File: src/hw/rtl/sha512_pkg.sv
// ----------------------------------------------------------------------------
// sha512_pkg
// types, round constants and initial value for the sha-512 engine
// ----------------------------------------------------------------------------
`default_nettype none
package sha512_pkg;

    typedef struct packed {
        logic [63:0] data_word;
        logic [3:0]  valid_bytes;
        logic        last_of_message;
    } t_in_word;

    typedef struct packed {
        logic [63:0] digest_word;
        logic [2:0]  digest_index;
        logic        digest_last;
    } t_out_word;

    typedef enum logic [2:0] {
        ST_IDLE,
        ST_ROUND,
        ST_FOLD,
        ST_PAD,
        ST_EMIT
    } t_state;

    // round unit controls
    typedef struct packed {
        logic load;
        logic step;
    } t_rnd_ctl;

    localparam int unsigned NumRounds = 80;

    function automatic logic [63:0] f_iv(input logic [2:0] i);
        logic [63:0] r;
        case (i)
            3'd0: r = 64'h6a09e667f3bcc908;
            3'd1: r = 64'hbb67ae8584caa73b;
            3'd2: r = 64'h3c6ef372fe94f82b;
            3'd3: r = 64'ha54ff53a5f1d36f1;
            3'd4: r = 64'h510e527fade682d1;
            3'd5: r = 64'h9b05688c2b3e6c1f;
            3'd6: r = 64'h1f83d9abfb41bd6b;
            default: r = 64'h5be0cd19137e2179;
        endcase
        return r;
    endfunction

    localparam logic [63:0] RoundConst [80] = '{
        64'h428a2f98d728ae22, 64'h7137449123ef65cd, 64'hb5c0fbcfec4d3b2f, 64'he9b5dba58189dbbc,
        64'h3956c25bf348b538, 64'h59f111f1b605d019, 64'h923f82a4af194f9b, 64'hab1c5ed5da6d8118,
        64'hd807aa98a3030242, 64'h12835b0145706fbe, 64'h243185be4ee4b28c, 64'h550c7dc3d5ffb4e2,
        64'h72be5d74f27b896f, 64'h80deb1fe3b1696b1, 64'h9bdc06a725c71235, 64'hc19bf174cf692694,
        64'he49b69c19ef14ad2, 64'hefbe4786384f25e3, 64'h0fc19dc68b8cd5b5, 64'h240ca1cc77ac9c65,
        64'h2de92c6f592b0275, 64'h4a7484aa6ea6e483, 64'h5cb0a9dcbd41fbd4, 64'h76f988da831153b5,
        64'h983e5152ee66dfab, 64'ha831c66d2db43210, 64'hb00327c898fb213f, 64'hbf597fc7beef0ee4,
        64'hc6e00bf33da88fc2, 64'hd5a79147930aa725, 64'h06ca6351e003826f, 64'h142929670a0e6e70,
        64'h27b70a8546d22ffc, 64'h2e1b21385c26c926, 64'h4d2c6dfc5ac42aed, 64'h53380d139d95b3df,
        64'h650a73548baf63de, 64'h766a0abb3c77b2a8, 64'h81c2c92e47edaee6, 64'h92722c851482353b,
        64'ha2bfe8a14cf10364, 64'ha81a664bbc423001, 64'hc24b8b70d0f89791, 64'hc76c51a30654be30,
        64'hd192e819d6ef5218, 64'hd69906245565a910, 64'hf40e35855771202a, 64'h106aa07032bbd1b8,
        64'h19a4c116b8d2d0c8, 64'h1e376c085141ab53, 64'h2748774cdf8eeb99, 64'h34b0bcb5e19b48a8,
        64'h391c0cb3c5c95a63, 64'h4ed8aa4ae3418acb, 64'h5b9cca4f7763e373, 64'h682e6ff3d6b2b8a3,
        64'h748f82ee5defb2fc, 64'h78a5636f43172f60, 64'h84c87814a1f0ab72, 64'h8cc702081a6439ec,
        64'h90befffa23631e28, 64'ha4506cebde82bde9, 64'hbef9a3f7b2c67915, 64'hc67178f2e372532b,
        64'hca273eceea26619c, 64'hd186b8c721c0c207, 64'heada7dd6cde0eb1e, 64'hf57d4f7fee6ed178,
        64'h06f067aa72176fba, 64'h0a637dc5a2c898a6, 64'h113f9804bef90dae, 64'h1b710b35131c471b,
        64'h28db77f523047d84, 64'h32caab7b40c72493, 64'h3c9ebe0a15c9bebc, 64'h431d67c49c100d4c,
        64'h4cc5d4becb3e42b6, 64'h597f299cfc657e2a, 64'h5fcb6fab3ad6faec, 64'h6c44198c4a475817
    };

endpackage
`default_nettype wire

File: src/hw/rtl/sha512_sched.sv
// ----------------------------------------------------------------------------
// sha512_sched
// sixteen-word message schedule window, one new word per round
// ----------------------------------------------------------------------------
`default_nettype none
module sha512_sched
    import sha512_pkg::*;
(
    input  wire logic        i_clk,
    input  wire logic        i_wr,
    input  wire logic [3:0]  i_wr_pos,
    input  wire logic [63:0] i_wr_data,
    input  wire logic        i_step,
    output logic      [63:0] o_w
);

    logic [63:0] r_win [16];
    logic [63:0] s0, s1, nw;

    assign o_w = r_win[0];
    assign s1 = {r_win[14][18:0], r_win[14][63:19]} ^ {r_win[14][60:0], r_win[14][63:61]}
              ^ (r_win[14] >> 6);
    assign s0 = {r_win[1][0], r_win[1][63:1]} ^ {r_win[1][7:0], r_win[1][63:8]}
              ^ (r_win[1] >> 7);
    assign nw = s1 + r_win[9] + s0 + r_win[0];

    always_ff @(posedge i_clk) begin
        if (i_step) begin
            for (int k = 0; k < 15; k++) r_win[k] <= r_win[k+1];
            r_win[15] <= nw;
        end else if (i_wr) begin
            r_win[i_wr_pos] <= i_wr_data;
        end
    end

endmodule
`default_nettype wire

File: config.mk
export PLATFORM = sky130hd
export DESIGN_NAME = sha512_sched
export DESIGN_NICKNAME = d
export VERILOG_FILES = /design/src/hw/rtl/sha512_pkg.sv /design/src/hw/rtl/sha512_sched.sv
export SDC_FILE = /design/constraint.sdc
export NUM_CORES = 2
export LEC_CHECK = 0
export BUFFER_PORTS_ARGS = -buffer_cell sky130_fd_sc_hd__clkbuf_2
export CELL_PAD_IN_SITES_DETAIL_PLACEMENT = 0
export CELL_PAD_IN_SITES_GLOBAL_PLACEMENT = 1
export CORE_ASPECT_RATIO = 1.5
export CORE_MARGIN = 2
export CORE_UTILIZATION = 50
export CTS_CLUSTER_DIAMETER = 40
export DETAILED_ROUTE_END_ITERATION = 8
export MAX_ROUTING_LAYER = met4
export PLACE_DENSITY_LB_ADDON = 0.1
export SYNTH_ARGS = -nofsm -noshare
export SYNTH_HDL_FRONTEND = slang
export SYNTH_SLANG_ARGS = --single-unit
File: constraint.sdc
create_clock -name i_clk -period 4.8 [get_ports i_clk]
set_input_delay 0.96 -clock i_clk [delete_from_list [all_inputs] [get_ports i_clk]]
set_output_delay 0.96 -clock i_clk [all_outputs]
set_load 0.01 [all_outputs]
# ---- Word level (Yosys, flattened, before mapping)
# Memories as Yosys holds them, arrays and structs flattened.
# Cells that the tools add are included.
dict set report word_totals {
  reg_bits 0
  ramBits 1024
  in_bits 71
  out_inout_bits 64
  wordCells 17
  mem_count 1
}
# memory words word_bits read_ports rd_ports_with_merged_regs write_ports line
set mem_list {}
lappend mem_list {r_win 16 64 16 0 16 sha512_sched.sv:17} ;# logic [63:0] r_win [16];
dict set report classes {
  addsub 3
  n_mux 8
  n_bitwise 4
  reduce_logical 1
}
# op count
set ops {}
lappend ops {{64-bit adder} 3}
lappend ops {{64-bit bitwise XOR} 2}
lappend ops {{64-bit 2-to-1 mux} 1}
lappend ops {{64-bit OR reduction} 1}
lappend ops {{64-bit by 57-bit bitwise XOR with 64-bit output} 1}
lappend ops {{64-bit by 58-bit bitwise XOR with 64-bit output} 1}
lappend ops {{1-bit 2-to-1 mux} 6}
lappend ops {{4-bit 2-to-1 mux} 1}

# ---- Logic depth before layout (Yosys ltp)
dict set report depth {
  ltp_word 5
  ltp_mapped 18
  depth_no_buf 18
}

# ---- Worst setup path before layout
# No wires, ideal clock.
dict set report synth_timing {
  path_kind {flip-flop to flip-flop}
  start {memory r_win[14][62]}
  end {memory r_win[15][59], data pin}
  setup_ps 266
  arrival_time_ps 3865
  required_ps 4534
  setup_slack_ps 668
  stages_incl_launch_ff 19
  n_path_buf 0
  synth_period_minus_slack_ps 4132
  path_cell_list {edfxtp_1 > xnor2_1 > xnor2_1 > fa_1 > inv_1 > fa_1 > inv_1 > ha_1 > inv_1 > fa_1 > nand2b_1 > a21oi_1 > o21ai_1 > a211oi_4 > o211ai_2 > o211ai_2 > o21ba_2 > xnor2_1 > o21ai_1}
}
# element line
set synth_rtl {}
lappend synth_rtl {{from (decl)} sha512_sched.sv:17}

==> flow_summary.toml <==
[sta]
slew_headroom = 0.338
fin_crit_ns = 4.71
fmax_ghz = 0.212
setup_violations = 0
rsz0062_at_grt = "true"
fin_skew_ns = 0.0284
tightest_slew_ns = 0.992
hold_viol = 0
finalCritPeriodShare = 0.982
maxSlewViolCount = 0

[synthesis]
synthTopCellsByCount = "edfxtp_1 (1024), mux2_2 (960), inv_1 (271), xnor2_1 (263), clkbuf_1 (162)"
avgSynthCellArea_um2 = 14.9
synth-simple-area-share = 0.0268
yosys-top-cells-area = "edfxtp_1 (59%), mux2_2 (21%), fa_1 (4.8%)"
synthMuxAreaShare = 0.206
ys_warn_count = 0
synth_top_family_by_area = "multiplexers"
synth_cell_types = 70
synth_compound_area_frac = 0.0334
synth_edf_count = 1024
syn_inst = 3536
synth_adder_area_share = 0.0630
yosysMostFrequentCell = "edfxtp_1"
ys_ff_latch = 1024
synth_top_area_cell = "edfxtp_1"
yosys.area.top_type_share = 0.585
synth-seq-area-share = 0.585
synth-xor-area-share = 0.0508
synth_area_um2 = 52500
async_flop_share = 0
synth_nets = 3796
synth_ff_type = "edfxtp_1"

[cells_and_area]
largest_register_ffs = 1024
nFillCells = 8410
largest-register = "r_win"
nets = 4085
areaGrowthSynthToFinish_pct = 16.6
stdcell_count = 5329
reg_top3 = "r_win: 1024 flops"
final_util = 0.588
drive_gt1_frac = 0.423

[floorplan]
die_x_um = 269
die-area_um2 = 108000
start_util = 0.505
fp-row-count = 145
core-area_um2 = 104000
fp.dieH_um = 401
io_pins = 135

[clock_network]
htree_num_levels = 4
cts_inserted_buffers = 131
path_clk_slew_ns = 0.06
cts_sinks = 1024
clock_latency_ns = 0.76
hold_buffers = 0
clockBufferDepth = 3
cts_tree = "yes"
clockRootBuffer = "clkbuf_16"

[grt]
grt_max_degree = 65
grt_pass1_vias = 32400
antenna_found_initial = 4
grt_overflow = 0
grt_pass1_wl_mm = 233
grt_usage = 0.315

[route]
wl_mm = 162
wl_per_cell_um = 30.5
drtPass1Iterations = 5
num_vias = 30900
drc = 0
routed_via_density = 5.79
drtIter0Drc = 2749
final_antenna_net_count = 0

[critical_path]
crit_path_start_kind = "register"
critPathSlowestCell = "fa_1"
cp.arrival_ns = 5.19
r2r_cells = 17
worst_path_largest_cell_delay_ns = 0.53
path_class = "register to register"
cp_cell_sequence = "buf_4 > xnor2_1 > xnor2_2 > fa_1 > inv_1 > fa_1 > inv_1 > ha_1 > a21oi_1 > o21ai_2 > a21o_1 > a221oi_2 > o221a_2 > o31ai_4 > a31oi_2 > xor2_1 > a21oi_1"
endpoint_kind = "register"
crit_path_max_fanout = 8
crit_required_ns = 5.27

[hold_path]
hold_depth = 1
hold_path.class = "register to register"

[placed_design]
place_inst = 5063
routabilityCongestion = 0.947
numPortBuffers = 134
hpwl_mm = 112

[outcome]
status = "finished, final reports clean"

[power_and_ir_drop]
power_leakage_nw = 22.9
p_per_area_nw_per_um2 = 795
ir_drop_v = 0.000485
p_total_mw = 48.7

[flow_run]
drv_cap = 0
layout by cell type (no fill, tap or decap), drive strengths merged, types with 16 or more instances in the layout:
cell and n:
edfxtp 1024, nand2b 16, a21o 19, clkinvlp 17
nand3 18, mux2 960, ha 63, xor2 42
clkbuf 280, xnor2 263, fa 126, nor2 95
nand2 103, inv 286, clkinv 49, o21ai 58
a21oi 122, buf 225
repair_timing:
item	CTS	global route
setup endpoints to repair	30	35
resized for setup	18	69
buffers inserted	8	17
pin swaps	1	16
gates cloned	0	0
layer usage:
metal,part of all wire,vias up,track usage
met5,0,-,-
met4,0.028,0,0.0923
met3,0.041,221,0.0352
met2,0.52,837,0.539
met1,0.41,16300,0.392
li1,-,13500,-
where the power goes:
group	internal [mW]	switching [mW]	total, mW
Combinational	11.0	14.7	25.8
Sequential	12.2	0.746	12.9
Clock	5.85	4.18	10.0
path summary, 6_finish.rpt:
| check | endpoint | slack, ns | from |
|---|---|---|---|
| setup reg to reg | r_win[15][57] | 0.09 | r_win[14][29] |
| setup / recovery | r_win[15][57] | 0.09 | r_win[14][29] |
| hold reg to reg | r_win[14][46] | 0.53 | r_win[15][46] |
| hold / removal | r_win[14][46] | 0.53 | r_win[15][46] |
worst max-delay path: cells and delay by family (launching register included):
kind	cells	cell delay, ns
DFF	1	0.47
xor gates and xnor gates	3	0.54
buffers and inverters	3	0.30
adders and majority gates	3	1.39
AOI/OAI and AO/OA	8	1.72
cells by family (layout without fill, tap and decap cells):
logic type	Yosys count	in the layout
compound gates	276	276
flops	1024	1024
mux	961	961
buf+inv	474	868
fa+ha+maj	189	189
simple gates	307	307
xor+xnor	305	305
other cells	0	3
through the flow:
step | hold WS [ns] | TNS, ns | instance area [µm²] | setup slack [ns]
final | 0.534 | 0 | 61300 | 0.0859
after global routing | 0.548 | -0.218 | 61300 | -0.0614
after CTS | 0.534 | 0 | 60700 | 0.0126
after detailed placement | 0.530 | -4.76 | 56100 | -0.406
after global placement | 0.525 | -6.41 | 56100 | -0.494
after floorplan | 0.523 | 0 | 52500 | 0.668
cell type report:
type / count / area, µm² / area share
sequential: 1024 / 30700 / 0.502
multi-input combinational: 2038 / 20700 / 0.337
clock buffer: 146 / 3420 / 0.0558
timing repair buffer: 359 / 2620 / 0.0428
tap: 1396 / 1750 / 0.0285
clock inverter: 92 / 1030 / 0.0169
inverter: 271 / 1020 / 0.0166
antenna: 3 / 7.51 / 0.000123
(Power assumes the default switching activity.)
