$ cat config.mk
export PLATFORM = sky130hd
export DESIGN_NAME = sha512_round
export DESIGN_NICKNAME = d
export VERILOG_FILES = /design/src/hw/rtl/sha512_pkg.sv /design/src/hw/rtl/sha512_round.sv
export SDC_FILE = /design/constraint.sdc
export NUM_CORES = 2
export LEC_CHECK = 0
export BUFFER_PORTS_ARGS = -buffer_cell sky130_fd_sc_hd__buf_4
export CAP_MARGIN = 10
export CORE_AREA = 2 2 455 457
export DETAILED_ROUTE_END_ITERATION = 8
export DIE_AREA = 0 0 457 459
export PLACE_DENSITY = 0.48
export SLEW_MARGIN = 0
export SYNTH_ARGS = -nofsm -noshare
export SYNTH_HDL_FRONTEND = slang
export SYNTH_SLANG_ARGS = --single-unit
$ cat constraint.sdc
create_clock -name i_clk -period 22.3 [get_ports i_clk]
set_input_delay 5.575 -clock i_clk [delete_from_list [all_inputs] [get_ports i_clk]]
set_output_delay 5.575 -clock i_clk [all_outputs]
set_load 0.01 [all_outputs]
$ cat src/hw/rtl/sha512_pkg.sv
// ----------------------------------------------------------------------------
// sha512_pkg
// types, round constants and initial value for the sha-512 engine
// ----------------------------------------------------------------------------
`default_nettype none
package sha512_pkg;

    typedef struct packed {
        logic [63:0] data_word;
        logic [3:0]  valid_bytes;
        logic        last_of_message;
    } t_in_word;

    typedef struct packed {
        logic [63:0] digest_word;
        logic [2:0]  digest_index;
        logic        digest_last;
    } t_out_word;

    typedef enum logic [2:0] {
        ST_IDLE,
        ST_ROUND,
        ST_FOLD,
        ST_PAD,
        ST_EMIT
    } t_state;

    // round unit controls
    typedef struct packed {
        logic load;
        logic step;
    } t_rnd_ctl;

    localparam int unsigned NumRounds = 80;

    function automatic logic [63:0] f_iv(input logic [2:0] i);
        logic [63:0] r;
        case (i)
            3'd0: r = 64'h6a09e667f3bcc908;
            3'd1: r = 64'hbb67ae8584caa73b;
            3'd2: r = 64'h3c6ef372fe94f82b;
            3'd3: r = 64'ha54ff53a5f1d36f1;
            3'd4: r = 64'h510e527fade682d1;
            3'd5: r = 64'h9b05688c2b3e6c1f;
            3'd6: r = 64'h1f83d9abfb41bd6b;
            default: r = 64'h5be0cd19137e2179;
        endcase
        return r;
    endfunction

    localparam logic [63:0] RoundConst [80] = '{
        64'h428a2f98d728ae22, 64'h7137449123ef65cd, 64'hb5c0fbcfec4d3b2f, 64'he9b5dba58189dbbc,
        64'h3956c25bf348b538, 64'h59f111f1b605d019, 64'h923f82a4af194f9b, 64'hab1c5ed5da6d8118,
        64'hd807aa98a3030242, 64'h12835b0145706fbe, 64'h243185be4ee4b28c, 64'h550c7dc3d5ffb4e2,
        64'h72be5d74f27b896f, 64'h80deb1fe3b1696b1, 64'h9bdc06a725c71235, 64'hc19bf174cf692694,
        64'he49b69c19ef14ad2, 64'hefbe4786384f25e3, 64'h0fc19dc68b8cd5b5, 64'h240ca1cc77ac9c65,
        64'h2de92c6f592b0275, 64'h4a7484aa6ea6e483, 64'h5cb0a9dcbd41fbd4, 64'h76f988da831153b5,
        64'h983e5152ee66dfab, 64'ha831c66d2db43210, 64'hb00327c898fb213f, 64'hbf597fc7beef0ee4,
        64'hc6e00bf33da88fc2, 64'hd5a79147930aa725, 64'h06ca6351e003826f, 64'h142929670a0e6e70,
        64'h27b70a8546d22ffc, 64'h2e1b21385c26c926, 64'h4d2c6dfc5ac42aed, 64'h53380d139d95b3df,
        64'h650a73548baf63de, 64'h766a0abb3c77b2a8, 64'h81c2c92e47edaee6, 64'h92722c851482353b,
        64'ha2bfe8a14cf10364, 64'ha81a664bbc423001, 64'hc24b8b70d0f89791, 64'hc76c51a30654be30,
        64'hd192e819d6ef5218, 64'hd69906245565a910, 64'hf40e35855771202a, 64'h106aa07032bbd1b8,
        64'h19a4c116b8d2d0c8, 64'h1e376c085141ab53, 64'h2748774cdf8eeb99, 64'h34b0bcb5e19b48a8,
        64'h391c0cb3c5c95a63, 64'h4ed8aa4ae3418acb, 64'h5b9cca4f7763e373, 64'h682e6ff3d6b2b8a3,
        64'h748f82ee5defb2fc, 64'h78a5636f43172f60, 64'h84c87814a1f0ab72, 64'h8cc702081a6439ec,
        64'h90befffa23631e28, 64'ha4506cebde82bde9, 64'hbef9a3f7b2c67915, 64'hc67178f2e372532b,
        64'hca273eceea26619c, 64'hd186b8c721c0c207, 64'heada7dd6cde0eb1e, 64'hf57d4f7fee6ed178,
        64'h06f067aa72176fba, 64'h0a637dc5a2c898a6, 64'h113f9804bef90dae, 64'h1b710b35131c471b,
        64'h28db77f523047d84, 64'h32caab7b40c72493, 64'h3c9ebe0a15c9bebc, 64'h431d67c49c100d4c,
        64'h4cc5d4becb3e42b6, 64'h597f299cfc657e2a, 64'h5fcb6fab3ad6faec, 64'h6c44198c4a475817
    };

endpackage
`default_nettype wire

$ cat src/hw/rtl/sha512_round.sv
// ----------------------------------------------------------------------------
// sha512_round
// working variables and the shared compression round unit
// ----------------------------------------------------------------------------
`default_nettype none
module sha512_round
    import sha512_pkg::*;
(
    input  wire logic        i_clk,
    input  wire t_rnd_ctl    i_ctl,
    input  wire logic [63:0] i_chain [8],
    input  wire logic [63:0] i_w,
    input  wire logic [63:0] i_k,
    output logic      [63:0] o_v [8]
);

    logic [63:0] r_v [8];
    logic [63:0] ch, maj, b0, b1, t1, t2;

    assign o_v = r_v;
    assign ch  = (r_v[4] & r_v[5]) ^ (~r_v[4] & r_v[6]);
    assign maj = (r_v[0] & r_v[1]) ^ (r_v[0] & r_v[2]) ^ (r_v[1] & r_v[2]);
    assign b1  = {r_v[4][13:0], r_v[4][63:14]} ^ {r_v[4][17:0], r_v[4][63:18]}
               ^ {r_v[4][40:0], r_v[4][63:41]};
    assign b0  = {r_v[0][27:0], r_v[0][63:28]} ^ {r_v[0][33:0], r_v[0][63:34]}
               ^ {r_v[0][38:0], r_v[0][63:39]};
    assign t1  = r_v[7] + b1 + ch + i_k + i_w;
    assign t2  = b0 + maj;

    always_ff @(posedge i_clk) begin
        if (i_ctl.load) begin
            r_v <= i_chain;
        end else if (i_ctl.step) begin
            r_v[7] <= r_v[6];
            r_v[6] <= r_v[5];
            r_v[5] <= r_v[4];
            r_v[4] <= r_v[3] + t1;
            r_v[3] <= r_v[2];
            r_v[2] <= r_v[1];
            r_v[1] <= r_v[0];
            r_v[0] <= t1 + t2;
        end
    end

endmodule
`default_nettype wire

# Word level (Yosys, flattened, before mapping)
# Index checks and enable logic that the tools add are counted.
# totals
ff_bits	512
input_bits	643
output_inout_bits	512
word_cells	31
# op_classes
n_addsub	7
n_mux	2
bitwise	13
reduce_logical	1
# ops
op	count
two-way mux 512 bit	2
adder 64 bit	7
bitwise XOR 64 bit	7
AND 64 bit	5
inverter 64 bit	1
nonzero test 2 bit	1

# Depth between registers and ports, before layout
# depth
depth_word	9
ltp_mapped	32
mapped_depth_nobuf	32

# Worst setup path after synthesis
# Ideal clock, no wire load.
# synth_timing
kind	input -> register
start	input i_ctl[1] in the netlist's numbering
end	register r_v (netlist bit o_v[0]) (enable)
setup_ps	667
arrival_time_ps	12591
required_ps	21633
slack_ps	9042
stages	4
n_path_buf	3
cell_sequence	clkbuf_1 > clkbuf_1 > buf_1 > or2_2
# synth_between
elab_chain_cells	1
# synth_rtl
element	line	rtl
from (decl)	sha512_round.sv:10	input wire t_rnd_ctl i_ctl,
nonzero test 2 bit (no source line)	--	
to (signal assigned)	sha512_round.sv:32	r_v <= i_chain;
to (decl)	sha512_round.sv:17	logic [63:0] r_v [8];
# No other way between the ends.
# A chain may end at the register's enable or synchronous reset.

# Final worst setup path
# layout_timing
start	input i_w[1]
end	register r_v (netlist bit o_v[255]), data pin
# layout_between
elab_chain_cells	4
# layout_rtl
element	line	rtl
from (decl)	sha512_round.sv:12	input wire logic [63:0] i_w,
adder 64 bit	sha512_round.sv:27	assign t1 = r_v[7] + b1 + ch + i_k + i_w;
adder 64 bit	sha512_round.sv:37	r_v[4] <= r_v[3] + t1;
two-way mux 512 bit	sha512_round.sv:33	end else if (i_ctl.step) begin
two-way mux 512 bit	sha512_round.sv:31	if (i_ctl.load) begin
# No other way between the ends. The select of a mux whose other input is x is not followed.

==> summary.md <==
| Metric | Value |
|---|---|
| Share of the synthesized area in the top cell type | approximately 36% |
| Post-DP Area | between 50000 and 60000 sq um |
| Post-CTS Hold Fix Bufs | 0 |
| WL/cell | approximately 33 microns |
| Routed Antenna Nets | 0 |
| Syn_nets | 5004 |
| Post-route setup slack | between 8 and 9 ns |
| Max clock buf depth | 3 |
| Final instance area | around 57000 sq um |
| Routed vias/inst | between 4 and 5 |
| CORE AREA | about 210000 sq um |
| Tcrit/Tclk final | 60.5% |
| Worst slack, placed | 8.28 ns |
| P&R area growth vs syn | 33.1% |
| CP peak stage delay | about 0.9 ns |
| # clock sinks | 512 |
| Starting Density | approximately a fifth |
| Max reg flops | just over 500 |
| Layout cells sized above 1 | approximately 37% |
| CTS clk-pin slew, worst paths | about 0.060 ns |
| Mapped Area | roughly 43000 sq um |
| Worst Hold Depth | 1 |
| Max-cap check violation count | 0 |
| CTS tree | done |
| Most frequent cells in the layout | 1224 x buf_4, 512 x edfxtp_1, 451 x mux2_2, 424 x inv_1, 320 x xnor2_1 |
| Routed via count | around 36000 |
| CTS H-tree depth | 3 |
| Initial antenna violation count | roughly 90 |
| R2r worst-path depth | 26 |
| Clock Skew | 0.0331 ns |
| Critical Path Most Common Cell | fa_1 |
| Final Hold Fails | 0 |
| Final Core Density | 27.5% |
| Worst Path Arrival | 13.97 ns |
| Nets | 6054 |
| Worst path slowest cell | xnor2_1 |
| Setup repair bufs after CTS | 0 |
| Slew HR | 19.5% |
| CP Max Fanout | 6 |
| Yosys reg bits | just over 500 |
| Final min period | 13.50 ns |
| RSZ-0062 raised after global routing | no |
| Ys async rst share | 0% |
| Root Buffer | clkbuf_16 |
| Routability cong. | between 0.9 and 1 |
| # DRC | 0 |
| Distinct cells, synth | 94 |
| Post-CTS resize count | 0 |
| Critical Path Start Type | primary input |
| Die Y | between 400 and 500 microns |
| Most area-consuming cells after synthesis | edfxtp_1 36%, mux2_2 12%, fa_1 12%, xnor2_1 6.6%, ha_1 5.6% |
| Die area | roughly 210000 sq um |
| Hold Path Class | reg -> reg |
| Worst Setup End Kind | register |
| Port bufs | 1154 |
| Ys Warns | 0 |
| Status | complete, no violations |
| DRT Wirelength | approximately 260000 microns |
| Setup CP Type | in -> reg |
| Synth Flop Type | edfxtp_1 |
| Final setup viols | 0 |
| IO Pins | approximately 1200 |
| First-pass GRT wire length | 337000 microns |
| DPL Wire Length | between 200000 and 250000 microns |
| Largest net degree at the start of global routing | between 100 and 150 |
| Post-synth EDFFs | between 500 and 600 |
| Commonest non-fill, non-tap cell in the layout | buf_4 |
| Critical Path RT | 22.76 ns |
| Seq/Total Area, Yosys | between 30% and 40% |
| Flop2flop setup slack | approximately 13 ns |
| Iteration count of the initial detailed-routing pass | 5 |
| Fmax | roughly 0.074 GHz |
| Die X | 457 microns |
| GRT overflow | 0 |
| Vias in the first global route | approximately 36000 |
| Cells after synthesis | ~3900 |
| Yosys top cell by area | edfxtp_1 |
| Slew @ Worst Pin | 1.20 ns |
| Max-slew violation count | 0 |
| CTS Buf Count | between 70 and 80 |
| Setup tns final | 0 ns |
| Gr usage total | a little under a quarter |
| Clk_lat worst skew | roughly 0.72 ns |
| Detailed Route Iter0 Violations | roughly 2500 |
| Synthesized area per cell | roughly 11 sq um |
| Site row count | ~170 |
-- cells in the mapped netlist, types with 17 or more instances --
cell and n:
edfxtp_1 512, mux2_2 451, inv_1 424, xnor2_1 320, fa_1 253, nand2_1 244, clkbuf_1 242, o21ai_0 231
a21oi_1 200, ha_1 189, a21o_1 121, xor2_1 115, nor2_1 93, o21bai_1 45, maj3_1 43, nand3_1 42
nand4_1 39, a31oi_1 30, and3_1 26, nor3_1 18, nor2b_1 17
-- layout make-up --
class,instances,area [sq um]
Tap cell,2704,3380
Sequential cell,512,15400
Timing Repair Buffer,1226,9220
Clock buffer,95,1970
Inverter,424,1590
Antenna cell,32,80.1
Clock inverter,37,385
Fill cell,21800,149000
Multi-Input combinational cell,2731,24600
-- critical path: cells and delay by family --
family	cells	cell delay, ns
compound gates	12	3.02
xor+xnor	2	1.25
simple gates	5	1.19
fa+ha+maj	6	2.49
mux	1	0.26
buf+inv	3	0.17
-- metrics by stage --
step                hold WS [ns]  std cells
floorplan                  0.644       3919
global placement           0.588       7597
detailed placement         0.594       7597
CTS                        0.605       7729
global route               0.633       7751
finish                     0.608       7761
-- cells by family (layout without fill, tap and decap cells) --
group	Yosys count	after routing	share of synthesized area, %
flops	512	512	36.1
buf+inv	676	1782	6.02
fa+ha+maj	485	485	18.5
other cells	0	32	0
xor+xnor	437	437	9.06
simple gates	551	551	6.11
compound gates	797	797	12.0
mux	461	461	12.2
-- metal layers --
layer / GRT usage, % / vias up / wire (microns) / share of wire (%)
met5: 0 / - / 34 / 0.013
met1: 30.1 / 17900 / 109000 / 42
li1: - / 15800 / - / -
met4: 9.78 / 6 / 10100 / 3.9
met2: 39.2 / 1499 / 122000 / 47
met3: 5.99 / 328 / 18200 / 7.0
-- worst paths after layout --
path	to	start
hold / removal	o_v[97]	o_v[161]
setup / recovery	o_v[255]	i_w[1]
hold reg to reg	o_v[97]	o_v[161]
setup reg to reg	o_v[255]	o_v[207]
Power is not shown: default switching activity piles up to over one toggle a cycle in this logic, so the estimate is an artifact.
